## src/hw/rtl/rlfs_pkg.sv

```systemverilog
// ----------------------------------------------------------------------------
// rlfs_pkg - shared types and helpers for the RGB LED fade step
// Level, step and result types, packing widths and the constant dividers
// used on the input side and in the fade datapath.
// ----------------------------------------------------------------------------
package rlfs_pkg;

  localparam int LevelW   = 12;
  localparam int ChanW    = 6;
  localparam int PwmW     = 10;
  localparam int UpStepW  = 7;   // 4095 / 50 = 81
  localparam int InDataW  = 96;  // 90 bits of fields, zero padded
  localparam int OutDataW = 88;  // 84 bits of fields, zero padded

  localparam logic [LevelW-1:0] DownStepReset = 12'd82;

  // Reciprocals for x / 50 and x / 5 over 12-bit x, both scaled by 2^16
  localparam logic [13:0] RecipDiv50 = 14'd1311;
  localparam logic [13:0] RecipDiv5  = 14'd13108;

  typedef enum logic {
    CMD_FADE_UP   = 1'b0,
    CMD_FADE_DOWN = 1'b1
  } cmd_t;

  typedef logic [LevelW-1:0]            level_t;
  typedef logic [2:0][LevelW-1:0]       level3_t;  // [0] red, [1] green, [2] blue
  typedef logic [2:0][UpStepW-1:0]      up_step3_t;
  typedef logic [2:0][PwmW-1:0]         pwm3_t;
  typedef logic [2:0][ChanW-1:0]        chan3_t;

  // One item as held in the input register
  typedef struct packed {
    cmd_t      cmd;
    level3_t   cur;
    level3_t   tgt;
    up_step3_t up_step;
  } fade_in_t;

  // One result as produced by the fade datapath
  typedef struct packed {
    level3_t lvl;
    pwm3_t   pwm;
    logic    done;
  } fade_out_t;

  // Floor of x / 50 by reciprocal multiply, exact for all 12-bit x
  function automatic logic [UpStepW-1:0] div_by_50(level_t x);
    logic [25:0] prod;
    begin
      prod = {14'd0, x} * {12'd0, RecipDiv50};
      return prod[16 +: UpStepW];
    end
  endfunction

  // Floor of x / 5 by reciprocal multiply, exact for all 12-bit x
  function automatic logic [PwmW-1:0] div_by_5(level_t x);
    logic [25:0] prod;
    begin
      prod = {14'd0, x} * {12'd0, RecipDiv5};
      return prod[16 +: PwmW];
    end
  endfunction

endpackage

```

## src/hw/rtl/rlfs_fade_calc.sv

```systemverilog
// ----------------------------------------------------------------------------
// rlfs_fade_calc - fade step datapath
// Combinational fade up / fade down of the three levels plus PWM drive
// values, placed between the input register and the result register.
// ----------------------------------------------------------------------------
module rlfs_fade_calc
  import rlfs_pkg::*;
(
  input  fade_in_t  item_i,
  input  level_t    down_step_i,
  output fade_out_t res_o
);

  // Lower channel idx by the step if it is nonzero and equals the current max
  function automatic level3_t lower_if_max(level3_t lv, logic [1:0] idx, level_t step);
    level_t  m;
    level3_t r;
    begin
      m = lv[0];
      if (lv[1] > m) m = lv[1];
      if (lv[2] > m) m = lv[2];
      r = lv;
      if (lv[idx] != '0 && lv[idx] == m) begin
        r[idx] = (lv[idx] > step) ? level_t'(lv[idx] - step) : '0;
      end
      return r;
    end
  endfunction

  logic [2:0][LevelW:0] up_sum;
  level3_t              up_lvl;
  level3_t              dn_lvl;
  level3_t              new_lvl;
  logic                 up_done;
  logic                 dn_done;

  // Fade up: add target/50 to levels below target, then clamp to target
  always_comb begin
    up_done = (item_i.cur == item_i.tgt);
    for (int i = 0; i < 3; i++) begin
      up_sum[i] = {1'b0, item_i.cur[i]} + {{(LevelW-UpStepW+1){1'b0}}, item_i.up_step[i]};
      if (item_i.cur[i] < item_i.tgt[i]) begin
        up_lvl[i] = (up_sum[i] > {1'b0, item_i.tgt[i]}) ? item_i.tgt[i]
                                                         : up_sum[i][LevelW-1:0];
      end else begin
        up_lvl[i] = item_i.tgt[i];
      end
    end
  end

  // Fade down: red, green, blue in turn, each against the levels so far
  always_comb begin
    dn_done = (item_i.cur == '0);
    dn_lvl  = lower_if_max(
                lower_if_max(
                  lower_if_max(item_i.cur, 2'd0, down_step_i),
                  2'd1, down_step_i),
                2'd2, down_step_i);
  end

  // Result select and PWM drive values
  always_comb begin
    if (item_i.cmd == CMD_FADE_DOWN) begin
      res_o.done = dn_done;
      new_lvl    = dn_done ? item_i.cur : dn_lvl;
    end else begin
      res_o.done = up_done;
      new_lvl    = up_done ? item_i.cur : up_lvl;
    end
    res_o.lvl = new_lvl;
    for (int i = 0; i < 3; i++) begin
      res_o.pwm[i] = div_by_5(new_lvl[i]);
    end
  end

endmodule

```

## src/hw/rtl/rgb_led_fade_step.sv

```systemverilog
// ----------------------------------------------------------------------------
// rgb_led_fade_step - one fade step for one RGB LED
// Stream in current levels, targets and channels; stream out new levels,
// PWM drive values, echoed channels and a done flag.
// ----------------------------------------------------------------------------
// Stages: input register, then result register behind the fade datapath.
// Throughput: one item per cycle; both registers advance together when the
//   result is taken or empty.
// Reset: rst_n low clears both valid flags and sets fade_down_step to 82.
module rgb_led_fade_step
  import rlfs_pkg::*;
(
  input  logic                clk,
  input  logic                rst_n,

  input  logic                cfg_valid,
  output logic                cfg_ready,
  input  logic [LevelW-1:0]   cfg_data,     // fade_down_step

  input  logic                in_tvalid,
  output logic                in_tready,
  // current_red, current_green, current_blue, target_red, target_green,
  // target_blue, red_channel, green_channel, blue_channel, zero pad
  input  logic [InDataW-1:0]  in_tdata,
  input  logic                in_tuser,     // command

  output logic                out_tvalid,
  input  logic                out_tready,
  // new_red, new_green, new_blue, pwm_red, pwm_green, pwm_blue,
  // out_red_channel, out_green_channel, out_blue_channel, zero pad
  output logic [OutDataW-1:0] out_tdata,
  output logic                out_tuser     // done_res
);

  level_t    down_step_r;
  logic      s1_valid_r, s1_valid_nxt;
  fade_in_t  s1_item_r,  s1_item_nxt;
  chan3_t    s1_chan_r,  s1_chan_nxt;
  logic      out_valid_r, out_valid_nxt;
  fade_out_t out_res_r;
  chan3_t    out_chan_r;
  fade_out_t calc_res;
  logic      s1_adv;

  // Configuration register, always ready
  assign cfg_ready = 1'b1;

  always_ff @(posedge clk) begin
    if (!rst_n) begin
      down_step_r <= DownStepReset;
    end else if (cfg_valid && cfg_ready) begin
      down_step_r <= cfg_data;
    end
  end

  // Flow control: stage 1 moves on when the result register is free
  assign s1_adv    = !out_valid_r || out_tready;
  assign in_tready = !s1_valid_r || s1_adv;

  // Input register: unpack and precompute target/50
  always_comb begin
    s1_item_nxt.cmd = cmd_t'(in_tuser);
    for (int i = 0; i < 3; i++) begin
      s1_item_nxt.cur[i]     = in_tdata[i*LevelW +: LevelW];
      s1_item_nxt.tgt[i]     = in_tdata[(3+i)*LevelW +: LevelW];
      s1_item_nxt.up_step[i] = div_by_50(in_tdata[(3+i)*LevelW +: LevelW]);
      s1_chan_nxt[i]         = in_tdata[6*LevelW + i*ChanW +: ChanW];
    end
    s1_valid_nxt  = in_tready ? in_tvalid : s1_valid_r;
    out_valid_nxt = s1_adv ? s1_valid_r : out_valid_r;
  end

  always_ff @(posedge clk) begin
    if (!rst_n) begin
      s1_valid_r  <= 1'b0;
      out_valid_r <= 1'b0;
    end else begin
      s1_valid_r  <= s1_valid_nxt;
      out_valid_r <= out_valid_nxt;
    end
  end

  always_ff @(posedge clk) begin
    if (in_tvalid && in_tready) begin
      s1_item_r <= s1_item_nxt;
      s1_chan_r <= s1_chan_nxt;
    end
    if (s1_adv && s1_valid_r) begin
      out_res_r  <= calc_res;
      out_chan_r <= s1_chan_r;
    end
  end

  rlfs_fade_calc u_calc (
    .item_i      (s1_item_r),
    .down_step_i (down_step_r),
    .res_o       (calc_res)
  );

  // Result packing
  assign out_tvalid = out_valid_r;
  assign out_tuser  = out_res_r.done;
  assign out_tdata  = {4'd0,
                       out_chan_r[2], out_chan_r[1], out_chan_r[0],
                       out_res_r.pwm[2], out_res_r.pwm[1], out_res_r.pwm[0],
                       out_res_r.lvl[2], out_res_r.lvl[1], out_res_r.lvl[0]};

`ifndef SYNTHESIS
  // PWM value is the floor of level / 5 on every channel
  a_pwm_div5: assert property (@(posedge clk) disable iff (!rst_n)
    out_valid_r |->
      ({4'd0, out_res_r.pwm[0]} * 14'd5 <= {2'd0, out_res_r.lvl[0]}) &&
      ({2'd0, out_res_r.lvl[0]} < {4'd0, out_res_r.pwm[0]} * 14'd5 + 14'd5) &&
      ({4'd0, out_res_r.pwm[1]} * 14'd5 <= {2'd0, out_res_r.lvl[1]}) &&
      ({2'd0, out_res_r.lvl[1]} < {4'd0, out_res_r.pwm[1]} * 14'd5 + 14'd5) &&
      ({4'd0, out_res_r.pwm[2]} * 14'd5 <= {2'd0, out_res_r.lvl[2]}) &&
      ({2'd0, out_res_r.lvl[2]} < {4'd0, out_res_r.pwm[2]} * 14'd5 + 14'd5))
    else $error("pwm value is not level / 5");

  // An empty input register never blocks the input
  a_ready_when_empty: assert property (@(posedge clk) disable iff (!rst_n)
    !s1_valid_r |-> in_tready)
    else $error("input stalled with empty stage 1");

  // A held stage 1 item is neither lost nor altered while the output stalls
  a_s1_hold: assert property (@(posedge clk) disable iff (!rst_n)
    (s1_valid_r && !s1_adv) |=> (s1_valid_r && $stable(s1_item_r) && $stable(s1_chan_r)))
    else $error("stage 1 item changed during stall");

  // A taken result with nothing behind it leaves the output empty
  a_out_drain: assert property (@(posedge clk) disable iff (!rst_n)
    (out_valid_r && out_tready && !s1_valid_r) |=> !out_valid_r)
    else $error("result repeated after transfer");
`endif

endmodule

```

## config.mk

```make
export PLATFORM = sky130hd
export DESIGN_NAME = rgb_led_fade_step
export DESIGN_NICKNAME = d
export VERILOG_FILES = /design/src/hw/rtl/rlfs_pkg.sv /design/src/hw/rtl/rlfs_fade_calc.sv /design/src/hw/rtl/rgb_led_fade_step.sv
export SDC_FILE = /design/constraint.sdc
export NUM_CORES = 2
export LEC_CHECK = 0
export ABC_AREA = 1
export ABC_CLOCK_PERIOD_IN_PS = 20600
export BUFFER_PORTS_ARGS = -buffer_cell sky130_fd_sc_hd__buf_2
export CORE_MARGIN = 2
export CORE_UTILIZATION = 25
export CTS_BUF_LIST = sky130_fd_sc_hd__clkbuf_8 sky130_fd_sc_hd__clkbuf_16
export DETAILED_ROUTE_END_ITERATION = 8
export PLACE_DENSITY = 0.43
export SYNTH_ARGS = -nofsm -noshare
export SYNTH_HDL_FRONTEND = slang
export SYNTH_SLANG_ARGS = --single-unit
```

## constraint.sdc

```tcl
create_clock -name clk -period 20.6 [get_ports clk]
set_input_delay 4.12 -clock clk [delete_from_list [all_inputs] [get_ports clk]]
set_output_delay 4.12 -clock clk [all_outputs]
set_load 0.1 [all_outputs]
```

==> flow_metrics.py <==
metrics = {
    "worst_setup_path": {
        "crit_slowest_cell": "edfxtp_1",
        "worstReg2RegStart": "s1_item_r[66]$_DFFE_PP_",
        "cpMostUsedCell": "nand2_1",
        "critPathKind": "reg -> reg",
        "worstSetupPathDepth": 118,
        "cpLargestDelayFamily": "simple AND/OR/NAND/NOR gates",
        "worstSetupStartpoint": "s1_item_r[66]$_DFFE_PP_",
        "crit_buf_inv": 23,
        "critPathArrivalTime_ps": 19450,
        "startpoint_type": "flop",
        "cpPeakStageDelay_ps": 610,
        "cp_max_fo": 20,
        "required_ps": 20960,
        "endpoint_kind": "flop",
        "rr_worst_depth": 118,
    },
    "sta": {
        "rsz0062_at_grt": "no",
        "min_period_over_period": 0.926,
        "finalHoldViolCount": 0,
        "slew_headroom": 0.366,
        "drv_slew": 0,
        "tightest_slew_ps": 941,
        "tns_ps": 0,
        "fmax_mhz": 52.4,
        "fin_crit_ps": 19080,
        "skew_ps": 17.4,
        "setup_viol": 0,
    },
    "routing": {
        "routed_wl_um": 90600,
        "drc": 0,
        "vias_per_cell": 4.44,
        "first_pass_iters": 5,
        "wl_per_cell_um": 17.5,
        "antenna_left": 0,
        "vias": 23100,
        "drtIter0Drc": 1401,
    },
    "synthesis": {
        "ys_top_cells_by_area": "ha_1, edfxtp_1, fa_1",
        "ys_seq_area_frac": 0.207,
        "yosysMostFrequentCell": "ha_1",
        "avgSynthCellArea_sq_um": 9.21,
        "synth_commonest_cells": "ha_1, inv_1, nand2_1",
        "ys.flop_type": "edfxtp_1",
        "yosysTopAreaCell": "ha_1",
        "syn_inst": 3245,
        "yosysUniqueCellTypes": 57,
        "synth_top_area_share": 0.296,
        "async_reset_ff_frac": 0,
        "syn_area_sq_um": 29900,
        "synth_edf_count": 197,
        "ys_ff_latch": 211,
        "ys_warn_count": 0,
    },
    "run": {
        "drv_cap": 0,
    },
    "clock_network": {
        "clk_transition_reported_paths_ps": 60,
        "clock-sinks": 211,
        "h-tree-depth": 1,
        "tritoncts": "yes",
        "cts_root_buf": "clkbuf_16",
        "clockBufferDepth": 3,
        "clk_latency_ps": 620,
        "cts_made_buffers": 29,
    },
    "global_routing": {
        "gr-total-overflow": 0,
        "top_usage_layer": "met2",
        "track_usage": 0.149,
        "antenna_found_initial": 15,
        "grt_pass1_vias": 23300,
        "grtUsageMet2": 0.245,
        "grt_pass1_wl_um": 140000,
        "use_met1": 0.205,
        "met3_usage": 0.0195,
        "grt_start_max_net_pins": 67,
    },
    "die": {
        "num_rows": 126,
        "io_pins": 206,
        "fp.dieW_um": 350,
        "core_area_sq_um": 118000,
        "initial_core_util": 0.252,
        "die-area_sq_um": 122000,
        "dieHeight_um": 350,
    },
    "final_layout": {
        "drive_gt1_frac": 0.121,
        "syn2layout_area_growth_pct": 15.9,
        "nNetsFinal": 4634,
        "final_cells": 5193,
    },
    "power": {
        "pwr_density_cell_nw_per_um2": 140,
        "vdd.ir_drop.worst_v": 0.000170,
        "leakage_nw": 17.8,
    },
    "placed_design": {
        "hpwl_um": 73700,
        "io_buffers": 194,
        "place_inst": 5130,
        "gp_congestion": 0.922,
    },
    "outcome": {
        "status": "finished clean",
    },
    "worst_hold_path": {
        "worstHoldStart": "s1_chan_r[5]$_DFFE_PP_",
        "worstHoldPathType": "reg -> reg",
        "holdPathStages": 0,
    },
}
[metrics by stage]
stage | hold slack, ps | utilization | setup slack, ps | area, sq um | total power (W)
4_1_cts | 421 | 0.292 | 1480 | 34600 | 0.00498
3_5_place_dp | 405 | 0.284 | 1610 | 33600 | 0.00441
2_1_floorplan | 400 | - | 4080 | 29900 | 0.00345
5_1_grt | 421 | 0.293 | 0.915 | 34600 | 0.00553
3_3_place_gp | 400 | 0.284 | 1470 | 33600 | 0.00440
6_report | 419 | 0.293 | 1520 | 34600 | 0.00486
[kinds of logic (layout without fill, tap and decap cells)]
kind of cell,after synthesis,count (layout),synth area share
xor gates and xnor gates,102,102,0.0299
AOI/OAI and AO/OA,425,425,0.0818
DFF,211,211,0.207
buffers and inverters,712,1054,0.0925
other,2,8,0.000251
and+or+nand+nor,841,841,0.128
adders and majority gates,952,952,0.460
[state kept, by name, indices dropped and copies added, names as in the netlist]
| signal | cells |
|---|---|
| s1_item_r | 94 |
| out_tuser | 1 |
| down_step_r | 12 |
| out_tvalid | 1 |
| s1_chan_r | 18 |
| out_tdata | 84 |
| s1_valid_r | 1 |
[power breakdown]
part	leakage (nW)	internal, W	total, W	switching (W)
Combinational	15.4	0.00155	0.00365	0.00210
Clock	0.449	0.000274	0.000499	0.000226
Sequential	2.01	0.000678	0.000706	0.0000275
Total	17.8	0.00250	0.00486	0.00236
[per-layer routing]
layer / part of all wire / routed length (um) / up-vias
li1: - / - / 11500
met3: 0.051 / 4630 / 134
met5: 0.0012 / 109 / -
met4: 0.028 / 2560 / 18
met1: 0.46 / 42000 / 10900
met2: 0.46 / 41300 / 498
[final cells by class]
type,count,area [sq um]
Timing Repair Buffer,330,2030
Sequential cell,211,6200
Fill cell,12700,83800
Inverter,671,2530
Antenna cell,3,7.51
Clock inverter,24,193
Clock buffer,29,726
Multi-Input combinational cell,2325,21000
Tap cell,1600,2000
[cells in the final DEF (no fill, tap or decap), types with 19 or more instances in the layout]
cell       synthesis  layout
a21oi_1          206     205
buf_2              8     194
buf_4              7     133
clkbuf_16          0      29
edfxtp_1         197     197
fa_1             245     245
ha_1             707     707
inv_1            658     660
nand2_1          409     409
nand3_1          170     170
nand4_1           50      50
nor2_1           116     116
o211ai_1          28      28
o21ai_0          100     100
o221ai_1          19      19
xnor2_1           46      46
xor2_1            56      56
[worst paths after layout]
path	end	slack, ps
max	out_tdata[64]$_DFFE_PP_	1520
min	out_tdata[71]$_DFFE_PP_	420
max reg2reg	out_tdata[64]$_DFFE_PP_	1520
min reg2reg	out_tdata[71]$_DFFE_PP_	420
[what timing repair did]
action / in CTS / in global routing
setup endpoints to repair: 0 / 2
setup buffers: 0 / 7
hold buffers: 0 / 0
resized for setup: 0 / 2
Note: power is estimated with default switching activity, not from simulation.
